[config.mk]
export PLATFORM = sky130hd
export DESIGN_NAME = process_scheduler_with_semaphore_flat
export DESIGN_NICKNAME = d
export VERILOG_FILES = /design/src/sch_pkg.sv /design/src/sch_if.sv /design/src/process_scheduler_with_semaphore.sv /design/src/sch_idq.sv /design/src/sch_ptab.sv /design/src/flat_wrapper.sv
export SDC_FILE = /design/constraint.sdc
export NUM_CORES = 2
export LEC_CHECK = 0
export BUFFER_PORTS_ARGS = -buffer_cell sky130_fd_sc_hd__buf_2
export CAP_MARGIN = 20
export CORE_MARGIN = 2
export CORE_UTILIZATION = 55
export CTS_CLUSTER_DIAMETER = 30
export DETAILED_ROUTE_END_ITERATION = 10
export GPL_TIMING_DRIVEN = 0
export HOLD_SLACK_MARGIN = 0.15
export MAX_ROUTING_LAYER = met4
export PLACE_DENSITY = 0.74
export SETUP_SLACK_MARGIN = 0.05
export SLEW_MARGIN = 25
export SYNTH_ARGS = -nofsm -noshare
export SYNTH_HDL_FRONTEND = slang
export SYNTH_SLANG_ARGS = --single-unit
[constraint.sdc]
create_clock -name i_clk -period 6.6 [get_ports i_clk]
set_clock_uncertainty 0.1 [all_clocks]
set_input_delay 0.66 -clock i_clk [delete_from_list [all_inputs] [get_ports i_clk]]
set_output_delay 0.66 -clock i_clk [all_outputs]
set_load 0.01 [all_outputs]
[src/sch_pkg.sv]
package sch_pkg;

    localparam int NPROC_DEF    = 32;
    localparam int FUNC_W       = 3;
    localparam int AMOUNT_W     = 16;
    localparam int SEM_ID_W     = 4;
    localparam int STATUS_W     = 2;
    localparam int PID_W        = 5;
    localparam int TICK_W       = 32;
    localparam int RUN_W        = 16;
    localparam int CFG_W        = 16;
    localparam int APB_DATA_W   = 32;
    localparam int APB_ADDR_W   = 3;

    localparam logic [SEM_ID_W-1:0] SCREEN_SEM     = 4'd1;
    localparam logic [CFG_W-1:0]    TIME_SLICE_RST = 16'd10;
    localparam logic [CFG_W-1:0]    SEM_INIT_RST   = 16'd0;
    localparam logic [CFG_W-1:0]    SEM_MAX        = 16'hFFFF;

    localparam logic REG_TIME_SLICE  = 1'b0;
    localparam logic REG_SEM_INITIAL = 1'b1;

    typedef enum logic [2:0] {
        F_CREATE   = 3'd0,
        F_TICK     = 3'd1,
        F_SLEEP    = 3'd2,
        F_SEM_WAIT = 3'd3,
        F_SEM_POST = 3'd4,
        F_GET_PID  = 3'd5,
        F_DISPATCH = 3'd6
    } t_func;

    typedef enum logic [1:0] {
        ST_OK     = 2'd0,
        ST_NOFREE = 2'd1,
        ST_NOSEM  = 2'd2,
        ST_NORUN  = 2'd3
    } t_status;

    typedef enum logic [2:0] {
        PS_FREE  = 3'd0,
        PS_READY = 3'd1,
        PS_RUN   = 3'd2,
        PS_SLEEP = 3'd3,
        PS_WAIT  = 3'd4
    } t_pst;

    typedef struct packed {
        t_pst              st;
        logic [TICK_W-1:0] wake;
        logic [RUN_W-1:0]  run;
    } t_pent;

    typedef enum logic [2:0] {
        S_CLEAR,
        S_IDLE,
        S_EXEC,
        S_SCAN,
        S_POP,
        S_MOD,
        S_FINISH
    } t_state;

endpackage

[src/sch_if.sv]
interface sch_in_if;
    logic                          valid;
    logic                          ready;
    logic [sch_pkg::FUNC_W-1:0]    func;
    logic [sch_pkg::AMOUNT_W-1:0]  amount;
    logic [sch_pkg::SEM_ID_W-1:0]  sem_id;

    modport source (output valid, func, amount, sem_id, input ready);
    modport sink (input valid, func, amount, sem_id, output ready);
endinterface

interface sch_out_if;
    logic                          valid;
    logic                          ready;
    logic [sch_pkg::STATUS_W-1:0]  status;
    logic [sch_pkg::PID_W-1:0]     pid;
    logic                          running_valid;

    modport source (output valid, status, pid, running_valid, input ready);
    modport sink (input valid, status, pid, running_valid, output ready);
endinterface

[src/process_scheduler_with_semaphore.sv]
// Round-robin task-state manager with one counting semaphore. After reset the block clears
// its process table and accepts no item until that is done. Sleep and sem_wait read and
// rewrite the entry of the running process when they take it off the processor; sem_post
// that wakes a waiting process first pops the wait queue, then reads and rewrites its entry;
// dispatch reads and rewrites the idle entry when it falls back to idle, and otherwise pops
// the ready queue first. A tick walks the process table one entry per cycle through the single
// read port of the table memory, then updates the entry of the running process when a process
// other than idle is running. A new item is taken while the previous result still waits in
// the output register, but that item cannot finish until the waiting result has been transferred.
module process_scheduler_with_semaphore #(
    parameter int NPROC = sch_pkg::NPROC_DEF
) (
    input  logic                            i_clk,
    input  logic                            i_rst_n,
    sch_in_if.sink                          i_in,
    sch_out_if.source                       o_out,
    input  logic                            psel,
    input  logic                            penable,
    input  logic                            pwrite,
    input  logic [sch_pkg::APB_ADDR_W-1:0]  paddr,
    input  logic [sch_pkg::APB_DATA_W-1:0]  pwdata,
    output logic [sch_pkg::APB_DATA_W-1:0]  prdata,
    output logic                            pready
);
    import sch_pkg::*;

    localparam int IW = $clog2(NPROC);

    t_state                r_state, n_state;
    t_func                 r_func, n_func;
    logic [AMOUNT_W-1:0]   r_amount, n_amount;
    logic [SEM_ID_W-1:0]   r_sem_id, n_sem_id;
    t_status               r_status, n_status;
    logic [IW-1:0]         r_pid, n_pid;
    logic [IW-1:0]         r_tgt, n_tgt;
    logic [IW:0]           r_scan, n_scan;
    logic                  r_pv, n_pv;
    logic [IW-1:0]         r_paddr, n_paddr;
    logic [TICK_W-1:0]     r_tick, n_tick;
    logic [CFG_W-1:0]      r_sem, n_sem;
    logic [CFG_W-1:0]      r_slice, n_slice;
    logic [CFG_W-1:0]      r_sem_init, n_sem_init;
    logic                  r_run_valid, n_run_valid;
    logic [IW-1:0]         r_run_id, n_run_id;
    logic [IW:0]           r_free_next, n_free_next;
    logic [IW-1:0]         r_clr, n_clr;
    logic                  r_ov, n_ov;
    logic [STATUS_W-1:0]   r_o_status, n_o_status;
    logic [PID_W-1:0]      r_o_pid, n_o_pid;
    logic                  r_o_rv, n_o_rv;

    logic                  tab_rd;
    logic [IW-1:0]         tab_raddr;
    t_pent                 tab_rdata;
    logic                  tab_we;
    logic [IW-1:0]         tab_waddr;
    t_pent                 tab_wdata;
    logic                  rq_push, rq_pop, rq_empty, rq_full;
    logic [IW-1:0]         rq_id, rq_data;
    logic                  wq_push, wq_pop, wq_empty, wq_full;
    logic [IW-1:0]         wq_data;
    logic                  cfg_we;
    logic [IW+PID_W-1:0]   pid_ext;

    sch_ptab #(.DEPTH(NPROC), .IW(IW)) u_ptab (
        .i_clk     (i_clk),
        .i_rd_en   (tab_rd),
        .i_rd_addr (tab_raddr),
        .o_rd_data (tab_rdata),
        .i_wr_en   (tab_we),
        .i_wr_addr (tab_waddr),
        .i_wr_data (tab_wdata)
    );

    sch_idq #(.DEPTH(NPROC), .IW(IW)) u_ready_q (
        .i_clk     (i_clk),
        .i_rst_n   (i_rst_n),
        .i_push    (rq_push),
        .i_push_id (rq_id),
        .i_pop     (rq_pop),
        .o_pop_id  (rq_data),
        .o_empty   (rq_empty),
        .o_full    (rq_full)
    );

    sch_idq #(.DEPTH(NPROC), .IW(IW)) u_wait_q (
        .i_clk     (i_clk),
        .i_rst_n   (i_rst_n),
        .i_push    (wq_push),
        .i_push_id (r_run_id),
        .i_pop     (wq_pop),
        .o_pop_id  (wq_data),
        .o_empty   (wq_empty),
        .o_full    (wq_full)
    );

    assign pready        = 1'b1;
    assign cfg_we        = psel && penable && pwrite;
    assign prdata        = (paddr[2] == REG_SEM_INITIAL) ? {16'b0, r_sem_init}
                                                         : {16'b0, r_slice};
    assign i_in.ready    = (r_state == S_IDLE);
    assign o_out.valid   = r_ov;
    assign o_out.status  = r_o_status;
    assign o_out.pid     = r_o_pid;
    assign o_out.running_valid = r_o_rv;
    assign pid_ext       = {{PID_W{1'b0}}, r_pid};

    always_comb begin
        n_state     = r_state;
        n_func      = r_func;
        n_amount    = r_amount;
        n_sem_id    = r_sem_id;
        n_status    = r_status;
        n_pid       = r_pid;
        n_tgt       = r_tgt;
        n_scan      = r_scan;
        n_pv        = r_pv;
        n_paddr     = r_paddr;
        n_tick      = r_tick;
        n_sem       = r_sem;
        n_slice     = r_slice;
        n_sem_init  = r_sem_init;
        n_run_valid = r_run_valid;
        n_run_id    = r_run_id;
        n_free_next = r_free_next;
        n_clr       = r_clr;
        n_ov        = r_ov;
        n_o_status  = r_o_status;
        n_o_pid     = r_o_pid;
        n_o_rv      = r_o_rv;
        tab_rd      = 1'b0;
        tab_raddr   = r_tgt;
        tab_we      = 1'b0;
        tab_waddr   = r_tgt;
        tab_wdata   = tab_rdata;
        rq_push     = 1'b0;
        rq_id       = r_tgt;
        rq_pop      = 1'b0;
        wq_push     = 1'b0;
        wq_pop      = 1'b0;

        if (r_ov && o_out.ready) begin
            n_ov = 1'b0;
        end

        unique case (r_state)
            S_CLEAR: begin
                tab_we    = 1'b1;
                tab_waddr = r_clr;
                tab_wdata = '{PS_FREE, '0, '0};
                n_clr     = r_clr + 1'b1;
                if (r_clr == IW'(NPROC-1)) begin
                    n_state = S_IDLE;
                end
            end
            S_IDLE: begin
                if (i_in.valid) begin
                    n_func   = t_func'(i_in.func);
                    n_amount = i_in.amount;
                    n_sem_id = i_in.sem_id;
                    n_status = ST_OK;
                    n_pid    = '0;
                    n_state  = S_EXEC;
                end
            end
            S_EXEC: begin
                n_state = S_FINISH;
                case (r_func)
                    F_CREATE: begin
                        if (r_free_next == (IW+1)'(NPROC)) begin
                            n_status = ST_NOFREE;
                        end else begin
                            tab_we      = 1'b1;
                            tab_waddr   = r_free_next[IW-1:0];
                            tab_wdata   = '{PS_READY, '0, '0};
                            rq_id       = r_free_next[IW-1:0];
                            rq_push     = (r_free_next[IW-1:0] != '0);
                            n_pid       = r_free_next[IW-1:0];
                            n_free_next = r_free_next + 1'b1;
                        end
                    end
                    F_TICK: begin
                        n_tick  = r_tick + 1'b1;
                        n_scan  = '0;
                        n_pv    = 1'b0;
                        n_state = S_SCAN;
                    end
                    F_SLEEP: begin
                        if (!r_run_valid) begin
                            n_status = ST_NORUN;
                        end else if (r_run_id != '0) begin
                            tab_rd    = 1'b1;
                            tab_raddr = r_run_id;
                            n_tgt     = r_run_id;
                            n_state   = S_MOD;
                        end
                    end
                    F_SEM_WAIT: begin
                        if (r_sem_id != SCREEN_SEM) begin
                            n_status = ST_NOSEM;
                        end else if (r_sem != '0) begin
                            n_sem = r_sem - 1'b1;
                        end else if (!r_run_valid) begin
                            n_status = ST_NORUN;
                        end else if (r_run_id != '0) begin
                            wq_push   = 1'b1;
                            tab_rd    = 1'b1;
                            tab_raddr = r_run_id;
                            n_tgt     = r_run_id;
                            n_state   = S_MOD;
                        end
                    end
                    F_SEM_POST: begin
                        if (r_sem_id != SCREEN_SEM) begin
                            n_status = ST_NOSEM;
                        end else if (wq_empty) begin
                            if (r_sem != SEM_MAX) begin
                                n_sem = r_sem + 1'b1;
                            end
                        end else begin
                            wq_pop  = 1'b1;
                            n_state = S_POP;
                        end
                    end
                    F_GET_PID: begin
                        if (!r_run_valid) begin
                            n_status = ST_NORUN;
                        end else begin
                            n_pid = r_run_id;
                        end
                    end
                    F_DISPATCH: begin
                        if (r_run_valid) begin
                            n_pid = r_run_id;
                        end else if (rq_empty) begin
                            tab_rd    = 1'b1;
                            tab_raddr = '0;
                            n_tgt     = '0;
                            n_state   = S_MOD;
                        end else begin
                            rq_pop  = 1'b1;
                            n_state = S_POP;
                        end
                    end
                    default: begin
                    end
                endcase
            end
            S_SCAN: begin
                if (r_scan != (IW+1)'(NPROC)) begin
                    tab_rd    = 1'b1;
                    tab_raddr = r_scan[IW-1:0];
                    n_scan    = r_scan + 1'b1;
                end
                n_pv    = (r_scan != (IW+1)'(NPROC));
                n_paddr = r_scan[IW-1:0];
                if (r_pv && tab_rdata.st == PS_SLEEP && tab_rdata.wake == r_tick) begin
                    tab_we       = 1'b1;
                    tab_waddr    = r_paddr;
                    tab_wdata.st = PS_READY;
                    rq_id        = r_paddr;
                    rq_push      = (r_paddr != '0);
                end
                if (r_scan == (IW+1)'(NPROC) && !r_pv) begin
                    if (r_run_valid && r_run_id != '0) begin
                        tab_rd    = 1'b1;
                        tab_raddr = r_run_id;
                        n_tgt     = r_run_id;
                        n_state   = S_MOD;
                    end else begin
                        n_state = S_FINISH;
                    end
                end
            end
            S_POP: begin
                tab_rd    = 1'b1;
                tab_raddr = (r_func == F_SEM_POST) ? wq_data : rq_data;
                n_tgt     = tab_raddr;
                n_state   = S_MOD;
            end
            S_MOD: begin
                tab_we  = 1'b1;
                n_state = S_FINISH;
                case (r_func)
                    F_TICK: begin
                        tab_wdata.run = tab_rdata.run + 1'b1;
                        if (tab_wdata.run == r_slice) begin
                            tab_wdata.st = PS_READY;
                            rq_push      = 1'b1;
                            n_run_valid  = 1'b0;
                        end
                    end
                    F_SLEEP: begin
                        tab_wdata.st   = PS_SLEEP;
                        tab_wdata.wake = r_tick + {16'b0, r_amount};
                        n_run_valid    = 1'b0;
                    end
                    F_SEM_WAIT: begin
                        tab_wdata.st = PS_WAIT;
                        n_run_valid  = 1'b0;
                    end
                    F_SEM_POST: begin
                        tab_wdata.st = PS_READY;
                        rq_push      = (r_tgt != '0);
                    end
                    F_DISPATCH: begin
                        tab_wdata.st  = PS_RUN;
                        tab_wdata.run = '0;
                        n_run_id      = r_tgt;
                        n_run_valid   = 1'b1;
                        n_pid         = r_tgt;
                    end
                    default: begin
                        tab_we = 1'b0;
                    end
                endcase
            end
            S_FINISH: begin
                if (!r_ov || o_out.ready) begin
                    n_ov       = 1'b1;
                    n_o_status = r_status;
                    n_o_pid    = pid_ext[PID_W-1:0];
                    n_o_rv     = r_run_valid;
                    n_state    = S_IDLE;
                end
            end
            default: begin
                n_state = S_IDLE;
            end
        endcase

        if (cfg_we) begin
            if (paddr[2] == REG_SEM_INITIAL) begin
                n_sem_init = pwdata[CFG_W-1:0];
                n_sem      = pwdata[CFG_W-1:0];
            end else begin
                n_slice = pwdata[CFG_W-1:0];
            end
        end
    end

    always_ff @(posedge i_clk) begin
        if (!i_rst_n) begin
            r_state     <= S_CLEAR;
        end else begin
            r_state     <= n_state;
        end
    end

    always_ff @(posedge i_clk) begin
        if (!i_rst_n) begin
            r_tick      <= '0;
            r_sem       <= SEM_INIT_RST;
            r_slice     <= TIME_SLICE_RST;
            r_sem_init  <= SEM_INIT_RST;
            r_run_valid <= 1'b0;
            r_run_id    <= '0;
            r_free_next <= '0;
            r_clr       <= '0;
            r_ov        <= 1'b0;
            r_scan      <= '0;
            r_pv        <= 1'b0;
        end else begin
            r_tick      <= n_tick;
            r_sem       <= n_sem;
            r_slice     <= n_slice;
            r_sem_init  <= n_sem_init;
            r_run_valid <= n_run_valid;
            r_run_id    <= n_run_id;
            r_free_next <= n_free_next;
            r_clr       <= n_clr;
            r_ov        <= n_ov;
            r_scan      <= n_scan;
            r_pv        <= n_pv;
        end
    end

    always_ff @(posedge i_clk) begin
        r_func     <= n_func;
        r_amount   <= n_amount;
        r_sem_id   <= n_sem_id;
        r_status   <= n_status;
        r_pid      <= n_pid;
        r_tgt      <= n_tgt;
        r_paddr    <= n_paddr;
        r_o_status <= n_o_status;
        r_o_pid    <= n_o_pid;
        r_o_rv     <= n_o_rv;
    end

    a_no_accept_in_clear : assert property (@(posedge i_clk) disable iff (!i_rst_n)
        (r_state == S_CLEAR) |-> !i_in.ready)
        else $error("item accepted during the table clearing pass");

    a_free_bound : assert property (@(posedge i_clk) disable iff (!i_rst_n)
        r_free_next <= (IW+1)'(NPROC))
        else $error("free id counter ran past the table depth");

    a_finish_to_out : assert property (@(posedge i_clk) disable iff (!i_rst_n)
        (r_state == S_FINISH && (!r_ov || o_out.ready)) |=> o_out.valid)
        else $error("finished item did not reach the output register");

    a_no_queue_overflow : assert property (@(posedge i_clk) disable iff (!i_rst_n)
        !(rq_push && rq_full) && !(wq_push && wq_full))
        else $error("push into a full id queue");
endmodule

[src/sch_idq.sv]
module sch_idq #(
    parameter int DEPTH = sch_pkg::NPROC_DEF,
    parameter int IW    = $clog2(DEPTH)
) (
    input  logic          i_clk,
    input  logic          i_rst_n,
    input  logic          i_push,
    input  logic [IW-1:0] i_push_id,
    input  logic          i_pop,
    output logic [IW-1:0] o_pop_id,
    output logic          o_empty,
    output logic          o_full
);
    logic [IW-1:0] r_mem [DEPTH];
    logic [IW-1:0] r_head;
    logic [IW-1:0] r_tail;
    logic [IW:0]   r_cnt;
    logic [IW-1:0] r_rd;
    logic          do_push;
    logic          do_pop;

    assign o_empty  = (r_cnt == '0);
    assign o_full   = (r_cnt == (IW+1)'(DEPTH));
    assign do_push  = i_push && !o_full;
    assign do_pop   = i_pop && !o_empty;
    assign o_pop_id = r_rd;

    always_ff @(posedge i_clk) begin
        if (do_push) begin
            r_mem[r_tail] <= i_push_id;
        end
        if (do_pop) begin
            r_rd <= r_mem[r_head];
        end
    end

    always_ff @(posedge i_clk) begin
        if (!i_rst_n) begin
            r_head <= '0;
            r_tail <= '0;
            r_cnt  <= '0;
        end else begin
            if (do_push) begin
                r_tail <= (r_tail == IW'(DEPTH-1)) ? '0 : r_tail + 1'b1;
            end
            if (do_pop) begin
                r_head <= (r_head == IW'(DEPTH-1)) ? '0 : r_head + 1'b1;
            end
            if (do_push && !do_pop) begin
                r_cnt <= r_cnt + 1'b1;
            end else if (do_pop && !do_push) begin
                r_cnt <= r_cnt - 1'b1;
            end
        end
    end
endmodule

[src/sch_ptab.sv]
module sch_ptab #(
    parameter int DEPTH = sch_pkg::NPROC_DEF,
    parameter int IW    = $clog2(DEPTH)
) (
    input  logic                  i_clk,
    input  logic                  i_rd_en,
    input  logic [IW-1:0]         i_rd_addr,
    output sch_pkg::t_pent        o_rd_data,
    input  logic                  i_wr_en,
    input  logic [IW-1:0]         i_wr_addr,
    input  sch_pkg::t_pent        i_wr_data
);
    import sch_pkg::*;

    t_pent r_mem [DEPTH];
    t_pent r_rd;

    assign o_rd_data = r_rd;

    always_ff @(posedge i_clk) begin
        if (i_wr_en) begin
            r_mem[i_wr_addr] <= i_wr_data;
        end
        if (i_rd_en) begin
            r_rd <= r_mem[i_rd_addr];
        end
    end
endmodule

[src/flat_wrapper.sv]
// flat-port wrapper written by rule: the top's interface ports become plain ports
module process_scheduler_with_semaphore_flat import sch_pkg::*;
#(
    parameter int NPROC = sch_pkg::NPROC_DEF
)
  (i_clk, i_rst_n, psel, penable, pwrite, paddr, pwdata, prdata, pready, i_in_valid, i_in_func, i_in_amount, i_in_sem_id, i_in_ready, o_out_valid, o_out_status, o_out_pid, o_out_running_valid, o_out_ready);
  sch_in_if i_in_i ();
  sch_out_if o_out_i ();
  input  logic i_clk;
  input  logic i_rst_n;
  input  logic psel;
  input  logic penable;
  input  logic pwrite;
  input  logic [sch_pkg::APB_ADDR_W-1:0] paddr;
  input  logic [sch_pkg::APB_DATA_W-1:0] pwdata;
  output logic [sch_pkg::APB_DATA_W-1:0] prdata;
  output logic pready;
  input wire logic [$bits(i_in_i.valid)-1:0] i_in_valid;
  input wire logic [$bits(i_in_i.func)-1:0] i_in_func;
  input wire logic [$bits(i_in_i.amount)-1:0] i_in_amount;
  input wire logic [$bits(i_in_i.sem_id)-1:0] i_in_sem_id;
  output wire logic [$bits(i_in_i.ready)-1:0] i_in_ready;
  output wire logic [$bits(o_out_i.valid)-1:0] o_out_valid;
  output wire logic [$bits(o_out_i.status)-1:0] o_out_status;
  output wire logic [$bits(o_out_i.pid)-1:0] o_out_pid;
  output wire logic [$bits(o_out_i.running_valid)-1:0] o_out_running_valid;
  input wire logic [$bits(o_out_i.ready)-1:0] o_out_ready;
  assign i_in_i.valid = i_in_valid;
  assign i_in_i.func = i_in_func;
  assign i_in_i.amount = i_in_amount;
  assign i_in_i.sem_id = i_in_sem_id;
  assign i_in_ready = i_in_i.ready;
  assign o_out_valid = o_out_i.valid;
  assign o_out_status = o_out_i.status;
  assign o_out_pid = o_out_i.pid;
  assign o_out_running_valid = o_out_i.running_valid;
  assign o_out_i.ready = o_out_ready;
  process_scheduler_with_semaphore #(.NPROC(NPROC)) u_core (.i_clk(i_clk), .i_rst_n(i_rst_n), .i_in(i_in_i), .o_out(o_out_i), .psel(psel), .penable(penable), .pwrite(pwrite), .paddr(paddr), .pwdata(pwdata), .prdata(prdata), .pready(pready));
endmodule
# [Word-level counts from Yosys, hierarchy flattened]
# Memories as Yosys holds them, arrays and structs flattened. A register that Yosys moved wholly into a read port is not among the register bits.
# Index checks and enable logic that the tools add are counted.
[classes] add_sub_neg=16 n_eq_ne=43 mux=124 bitwise_logic=2 reduce_logical=60
[op_table] op="$mux 16" count=9
[op_table] op="$pmux 48 s3" count=1
[op_table] op="$mux 5" count=23
[op_table] op="$mux 51" count=2
[op_table] op="$pmux 5 s3" count=5
[op_table] op="$pmux 16 s2" count=2
[op_table] op="$mux 1" count=39
[op_table] op="$mux 6" count=6
[op_table] op="$mux 3" count=11
[op_table] op="$add 16x1->16 const B" count=2
[op_table] op="$add 32x1->32 const B" count=1
[op_table] op="$add 32x16->32" count=1
[op_table] op="$eq 32x32->1" count=1
[op_table] op="$mux 32" count=1
[op_table] op="$pmux 3 s5" count=2
[op_table] op="$add 5x1->5 const B" count=5
[op_table] op="$eq 5x5->1 const B" count=5
[op_table] op="$add 6x1->6 const B" count=4
[op_table] op="$eq 6x6->1 const B" count=4
[op_table] op="$pmux 3 s7" count=1
[op_table] op="$pmux 5 s2" count=2
[op_table] op="$reduce_bool 5->1" count=4
[op_table] op="$eq 3x3->1 const B" count=6
[op_table] op="$mux 2" count=9
[op_table] op="36 further kinds" count=99
[totals] regBits=188 ramBits=1952 elab_cells=276 n_memories=3
[memory_table] memory="u_core.u_ptab.r_mem" words=32 width=51 read_ports=1 rd_ports_with_merged_regs=1 wr=1 line="sch_ptab.sv:15" rtl="t_pent r_mem [DEPTH];"
[memory_table] memory="u_core.u_ready_q.r_mem" words=32 width=5 read_ports=1 rd_ports_with_merged_regs=1 wr=1 line="sch_idq.sv:14" rtl="logic [IW-1:0] r_mem [DEPTH];"
[memory_table] memory="u_core.u_wait_q.r_mem" words=32 width=5 read_ports=1 rd_ports_with_merged_regs=1 wr=1 line="sch_idq.sv:14"

# [Longest topological paths before layout]
[depth] word_depth=12 mapped_depth=21 mapped_depth_nobuf=19

# [Hierarchy]
# From an unflattened synthesis, not the netlist that was laid out.
[hier_totals] cells_unflattened=5870 hier_area_um2=91176.2
[by_module_without_submodules] module="sch_ptab" n_inst=1 cells_each=3574 area_per_inst_um2=65053.6
[by_module_without_submodules] module="process_scheduler_with_semaphore" n_inst=1 cells_each=1435 area_per_inst_um2=11169.5
[by_module_without_submodules] module="sch_idq (u_core.u_wait_q)" n_inst=1 cells_each=430 area_per_inst_um2=7480.9
[by_module_without_submodules] module="sch_idq (u_core.u_ready_q)" n_inst=1 cells_each=431 area_per_inst_um2=7472.2

# [Worst setup path after synthesis]
# OpenSTA, ideal clock, no wires.
[synth_path] path_kind="reg2reg" from="register u_core.r_func[1]" to="memory u_core.u_ptab.r_mem[12][0] (netlist bit) (enable)" setup_time_ns=0.522 arrival_time_ns=5.868 t_required_ns=5.978 slack_ns=0.110 stages_incl_launch_ff=12 period_less_slack_ns=6.490 path_cell_list="edfxtp_1 > buf_2 > clkbuf_1 > nor3_1 > nand2_1 > nand2_1 > o211ai_1 > a21boi_1 > a221oi_1 > nor2b_1 > nand2_1 > nor3_1"
[synth_between] elab_chain_cells=6 word_cells_on_any_way=14
[synth_rtl] element="start: declaration" line="process_scheduler_with_semaphore.sv:30" rtl="t_func r_func, n_func;"
[synth_rtl] element="start signal: assignment" line="process_scheduler_with_semaphore.sv:379" rtl="r_func <= n_func;"
[synth_rtl] element="$eq 3x2->1 (tied with other cells)" line="process_scheduler_with_semaphore.sv:284" rtl="case (r_func)"
[synth_rtl] element="$reduce_or 5->1 (no source line)"
[synth_rtl] element="$mux 1" line="process_scheduler_with_semaphore.sv:284"
[synth_rtl] element="$pmux 1 s4" line="process_scheduler_with_semaphore.sv:146" rtl="unique case (r_state)"
[synth_rtl] element="$mux 1" line="sch_ptab.sv:21" rtl="if (i_wr_en) begin"
[synth_rtl] element="$mux 1 (not written as such)" line="sch_ptab.sv:22" rtl="r_mem[i_wr_addr] <= i_wr_data;"
[synth_rtl] element="end: declaration" line="sch_ptab.sv:15"
# Several ways; a longest one is shown, not always the timed one.

# [Final worst setup path]
[layout_path] from="register u_core.r_run_valid" to="register u_core.u_ptab.o_rd_data[15] (netlist name)"
[layout_between] elab_chain_cells=5 word_cells_on_any_way=17
[layout_rtl] element="start: declaration" line="process_scheduler_with_semaphore.sv:43" rtl="logic r_run_valid, n_run_valid;"
[layout_rtl] element="start signal: assignment" line="process_scheduler_with_semaphore.sv:368" rtl="r_run_valid <= n_run_valid;"
[layout_rtl] element="$mux 5 / $mux 1 (equally long branches)"
[layout_rtl] element="$mux 5 / $mux 1 (equally long branches)" line="process_scheduler_with_semaphore.sv:201" rtl="end else if (r_sem != '0) begin"
[layout_rtl] element="$mux 5 / $mux 1 (equally long branches)" line="process_scheduler_with_semaphore.sv:199" rtl="if (r_sem_id != SCREEN_SEM) begin"
[layout_rtl] element="$pmux 5 s3 / $pmux 1 s3 (equally long branches)" line="process_scheduler_with_semaphore.sv:168" rtl="case (r_func)"
[layout_rtl] element="$pmux 5 s3 / $pmux 1 s3 (equally long branches)" line="process_scheduler_with_semaphore.sv:146"
# Several ways; a longest one is shown, not always the timed one.
# A chain may end at the register's enable or synchronous reset.

==> flow_summary.ini <==
[run_status]
status = finished, final reports clean

[synthesis]
avgSynthCellArea_um2 = 15.7
synthSimpleGateAreaFrac_pct = 7.01
synth_xor_area_share_pct = 1.37
synthFlopType = edfxtp_1
synth_cell_types = 92
synth_warnings = 0
synth_top_family_by_area = compound AO/OA/AOI/OAI gates
synthMuxAreaShare_pct = 6.85
synth_top_area_cell = edfxtp_1
yosysSeqAreaShare_pct = 72.3
synth_edf_count = 2061
ys_seq_elements = 2201
async_flop_share_pct = 0
synth_compound_gate_area_share_pct = 9.29
yosysMostFrequentCell = edfxtp_1
synthTopCellsByArea = edfxtp_1, mux4_2, dfxtp_1
synthCells = 5684
syn_area_um2 = 89400
yosys-top-cells-count = edfxtp_1, nand2_1, nor2_1
synth_top_area_share_pct = 69.2
synth_fa_ha_area_share_pct = 0.795

[cells_and_area]
syn2layout_area_growth_pct = 23.2
final.fill_count = 9860
regArea_um2 = 64700
utilization_pct = 68.5
multi_input_area_um2 = 23200
fin_nets = 6562
fin_cells = 8947
drive_gt1_share_pct = 23.1

[clocking]
cts_inserted_buffers = 407
clk_latency_ps = 980
clk_pin_slew_worst_paths_ps = 50
cts_tree = yes
cts-root-buf = clkbuf_16
clock_path_buffers = 4
cts_sinks = 2201
post-cts-setup-buffers = 0
cts_max_level = 5

[sta]
rsz0062_at_grt = false
fin_crit_sh_pct = 99.5
slew_viol_final = 0
fin_crit_ps = 6570
hold_viol_final = 0
relSlewSlack_pct = 22.5
timing.fmax_mhz = 152
tightest_slew_ps = 1160
setup-violations-final = 0

[floorplanning]
core-area_um2 = 161000
rows = 147
ios = 108
start_util_pct = 55.6
die-width_um = 407
dieArea_um2 = 166000
die_y_um = 407

[worst_setup_path]
crit_type = reg -> reg
crit_path_end_kind = flop
path_delay_family = compound AO/OA/AOI/OAI gates
max_stage_delay_ps = 840
cp.arrival_ps = 7240
crit_path_frequent_cell = clkbuf_1
rr_worst_depth = 13
worstPathRequired_ps = 7270
cp-start-kind = flop
path_cells = clkbuf_1, and3b_1, nand4_1, o21ai_0, nor3b_1, o21ai_1, nand3_2, buf_2, nand3b_1, clkbuf_1, o22ai_1, a221oi_1, o221a_1
cp.depth = 13
crit_slowest_cell = nand3b_1
crit_path_max_fanout = 10
cp_num_buf_inv = 3

[drt]
vias_per_cell = 6.61
drt-wirelength-per-cell_um = 29.9
totalWireLength_um = 268000
drc = 0
dr.pass1.iters = 7
via_count = 59134
drt-initial-drc-count = 8999
ant_nets = 0

[global_routing]
grt_remaining_overflow = 0
antenna_found_initial = 16
grt_max_degree = 41
grtUsageTotal_pct = 32.7
first_global_vias = 58773
grt_pass1_wl_um = 390000

[min_path]
hold_path_depth = 4
hp-class = in -> reg

[place]
place.gp.congestion = 0.937
placed_cells = 8145
hpwlAfterDp_um = 174000
port_buffers = 71

[flow_run]
maxCapViolations = 0

[power]
p_per_area_nw_per_um2 = 333
p_leak_nw = 40.5
ir_drop_uv = 333
logic make-up (layout without fill, tap and decap cells):
logic type      after synthesis  count (layout)
flops                      2201            2201
simple gates               1313            1313
compound gates             1192            1192
buf+inv                     436            1504
mux                         345             345
xor+xnor                    140             140
fa+ha+maj                    55              55
other cells                   2              37
timing repair:
item,4_1_cts,5_1_grt
hold buffers,47,0
hold endpoints to repair,74,0
gates resized for setup,0,0
worst min-delay path, cell delays in order:
cell and delay (ps):
buf_2 100, nand4_1 140, o21ai_0 120, a31oi_1 140
cells in the final DEF (no fill, tap or decap), types with 87 or more instances in the layout:
cell type / n
edfxtp_1: 2061
nand2_1: 463
clkbuf_16: 411
nor2_1: 317
o22ai_1: 259
a21oi_1: 243
clkbuf_1: 234
mux4_2: 201
buf_2: 190
buf_4: 152
and3_1: 136
dfxtp_1: 135
or3_1: 123
a211oi_1: 112
o221ai_1: 101
mux2_1: 96
o21ai_0: 94
xor2_1: 87
final timing paths:
kind,from,end,slack (ps)
worst max-delay path,u_core.r_run_valid$_SDFFE_PN0P_,u_core.u_ptab.o_rd_data[15]$_DFFE_PP_,30
worst min-delay path,pwrite,u_core.r_sem[12]$_SDFF_PN0_,220
worst max register to register,u_core.r_run_valid$_SDFFE_PN0P_,u_core.u_ptab.o_rd_data[15]$_DFFE_PP_,30
worst min register to register,u_core.r_pid[1]$_DFFE_PP_,u_core.o_out.pid[1]$_DFFE_PP_,320
per-stage QoR:
| step | TNS [ps] | instance area, µm² | hold slack [ps] | power (mW) | setup slack, ps |
|---|---|---|---|---|---|
| 2_1_floorplan | 0 | 89500 | 300 | 15.6 | 110 |
| 3_3_place_gp | -5426740 | 92500 | 303 | 15.7 | -5230 |
| 3_5_place_dp | 0 | 95700 | 307 | 15.8 | 577 |
| 4_1_cts | 0 | 110000 | 172 | 36.7 | 475 |
| 5_1_grt | 0 | 110000 | 245 | 37.4 | 53.1 |
| 6_report | 0 | 110000 | 215 | 36.7 | 31.4 |
metal layers:
metal / part of all wire [%] / up-vias / GRT usage (%)
met5: 0 / - / -
met4: 4.4 / 0 / 13.7
met3: 12 / 814 / 8.37
met2: 47 / 4452 / 50.2
met1: 37 / 29545 / 41.8
li1: - / 24323 / -
registers in the layout, indices dropped and copies added, names as in the netlist, 6 cells and up:
name                     flops
u_core.r_amount             16
u_core.r_free_next           6
u_core.r_scan                6
u_core.r_sem                16
u_core.r_sem_init           16
u_core.r_slice              16
u_core.r_tick               32
u_core.u_ptab.o_rd_data     51
u_core.u_ptab.r_mem       1632
u_core.u_ready_q.r_cnt       6
u_core.u_ready_q.r_mem     160
u_core.u_wait_q.r_cnt        6
u_core.u_wait_q.r_mem      160
layout make-up:
type                            instances  share of cell area (%)
Antenna cell                           20                  0.0454
Buffer                                396                    1.76
Clock buffer                          441                    9.45
Clock inverter                        293                    3.21
Inverter                               40                   0.136
Multi-Input combinational cell       3062                    21.1
Sequential cell                      2201                    58.7
Tap cell                             2160                    2.45
Timing Repair Buffer                  334                    3.14
power by group:
part / total [mW] / switching [mW] / leakage [nW] / internal [mW]
Sequential: 15.2 / 0.0335 / 23.1 / 15.2
Clock: 21.2 / 7.28 / 6.70 / 13.9
Combinational: 0.334 / 0.216 / 10.8 / 0.117
No activity file was read; power rests on OpenSTA's default activity.
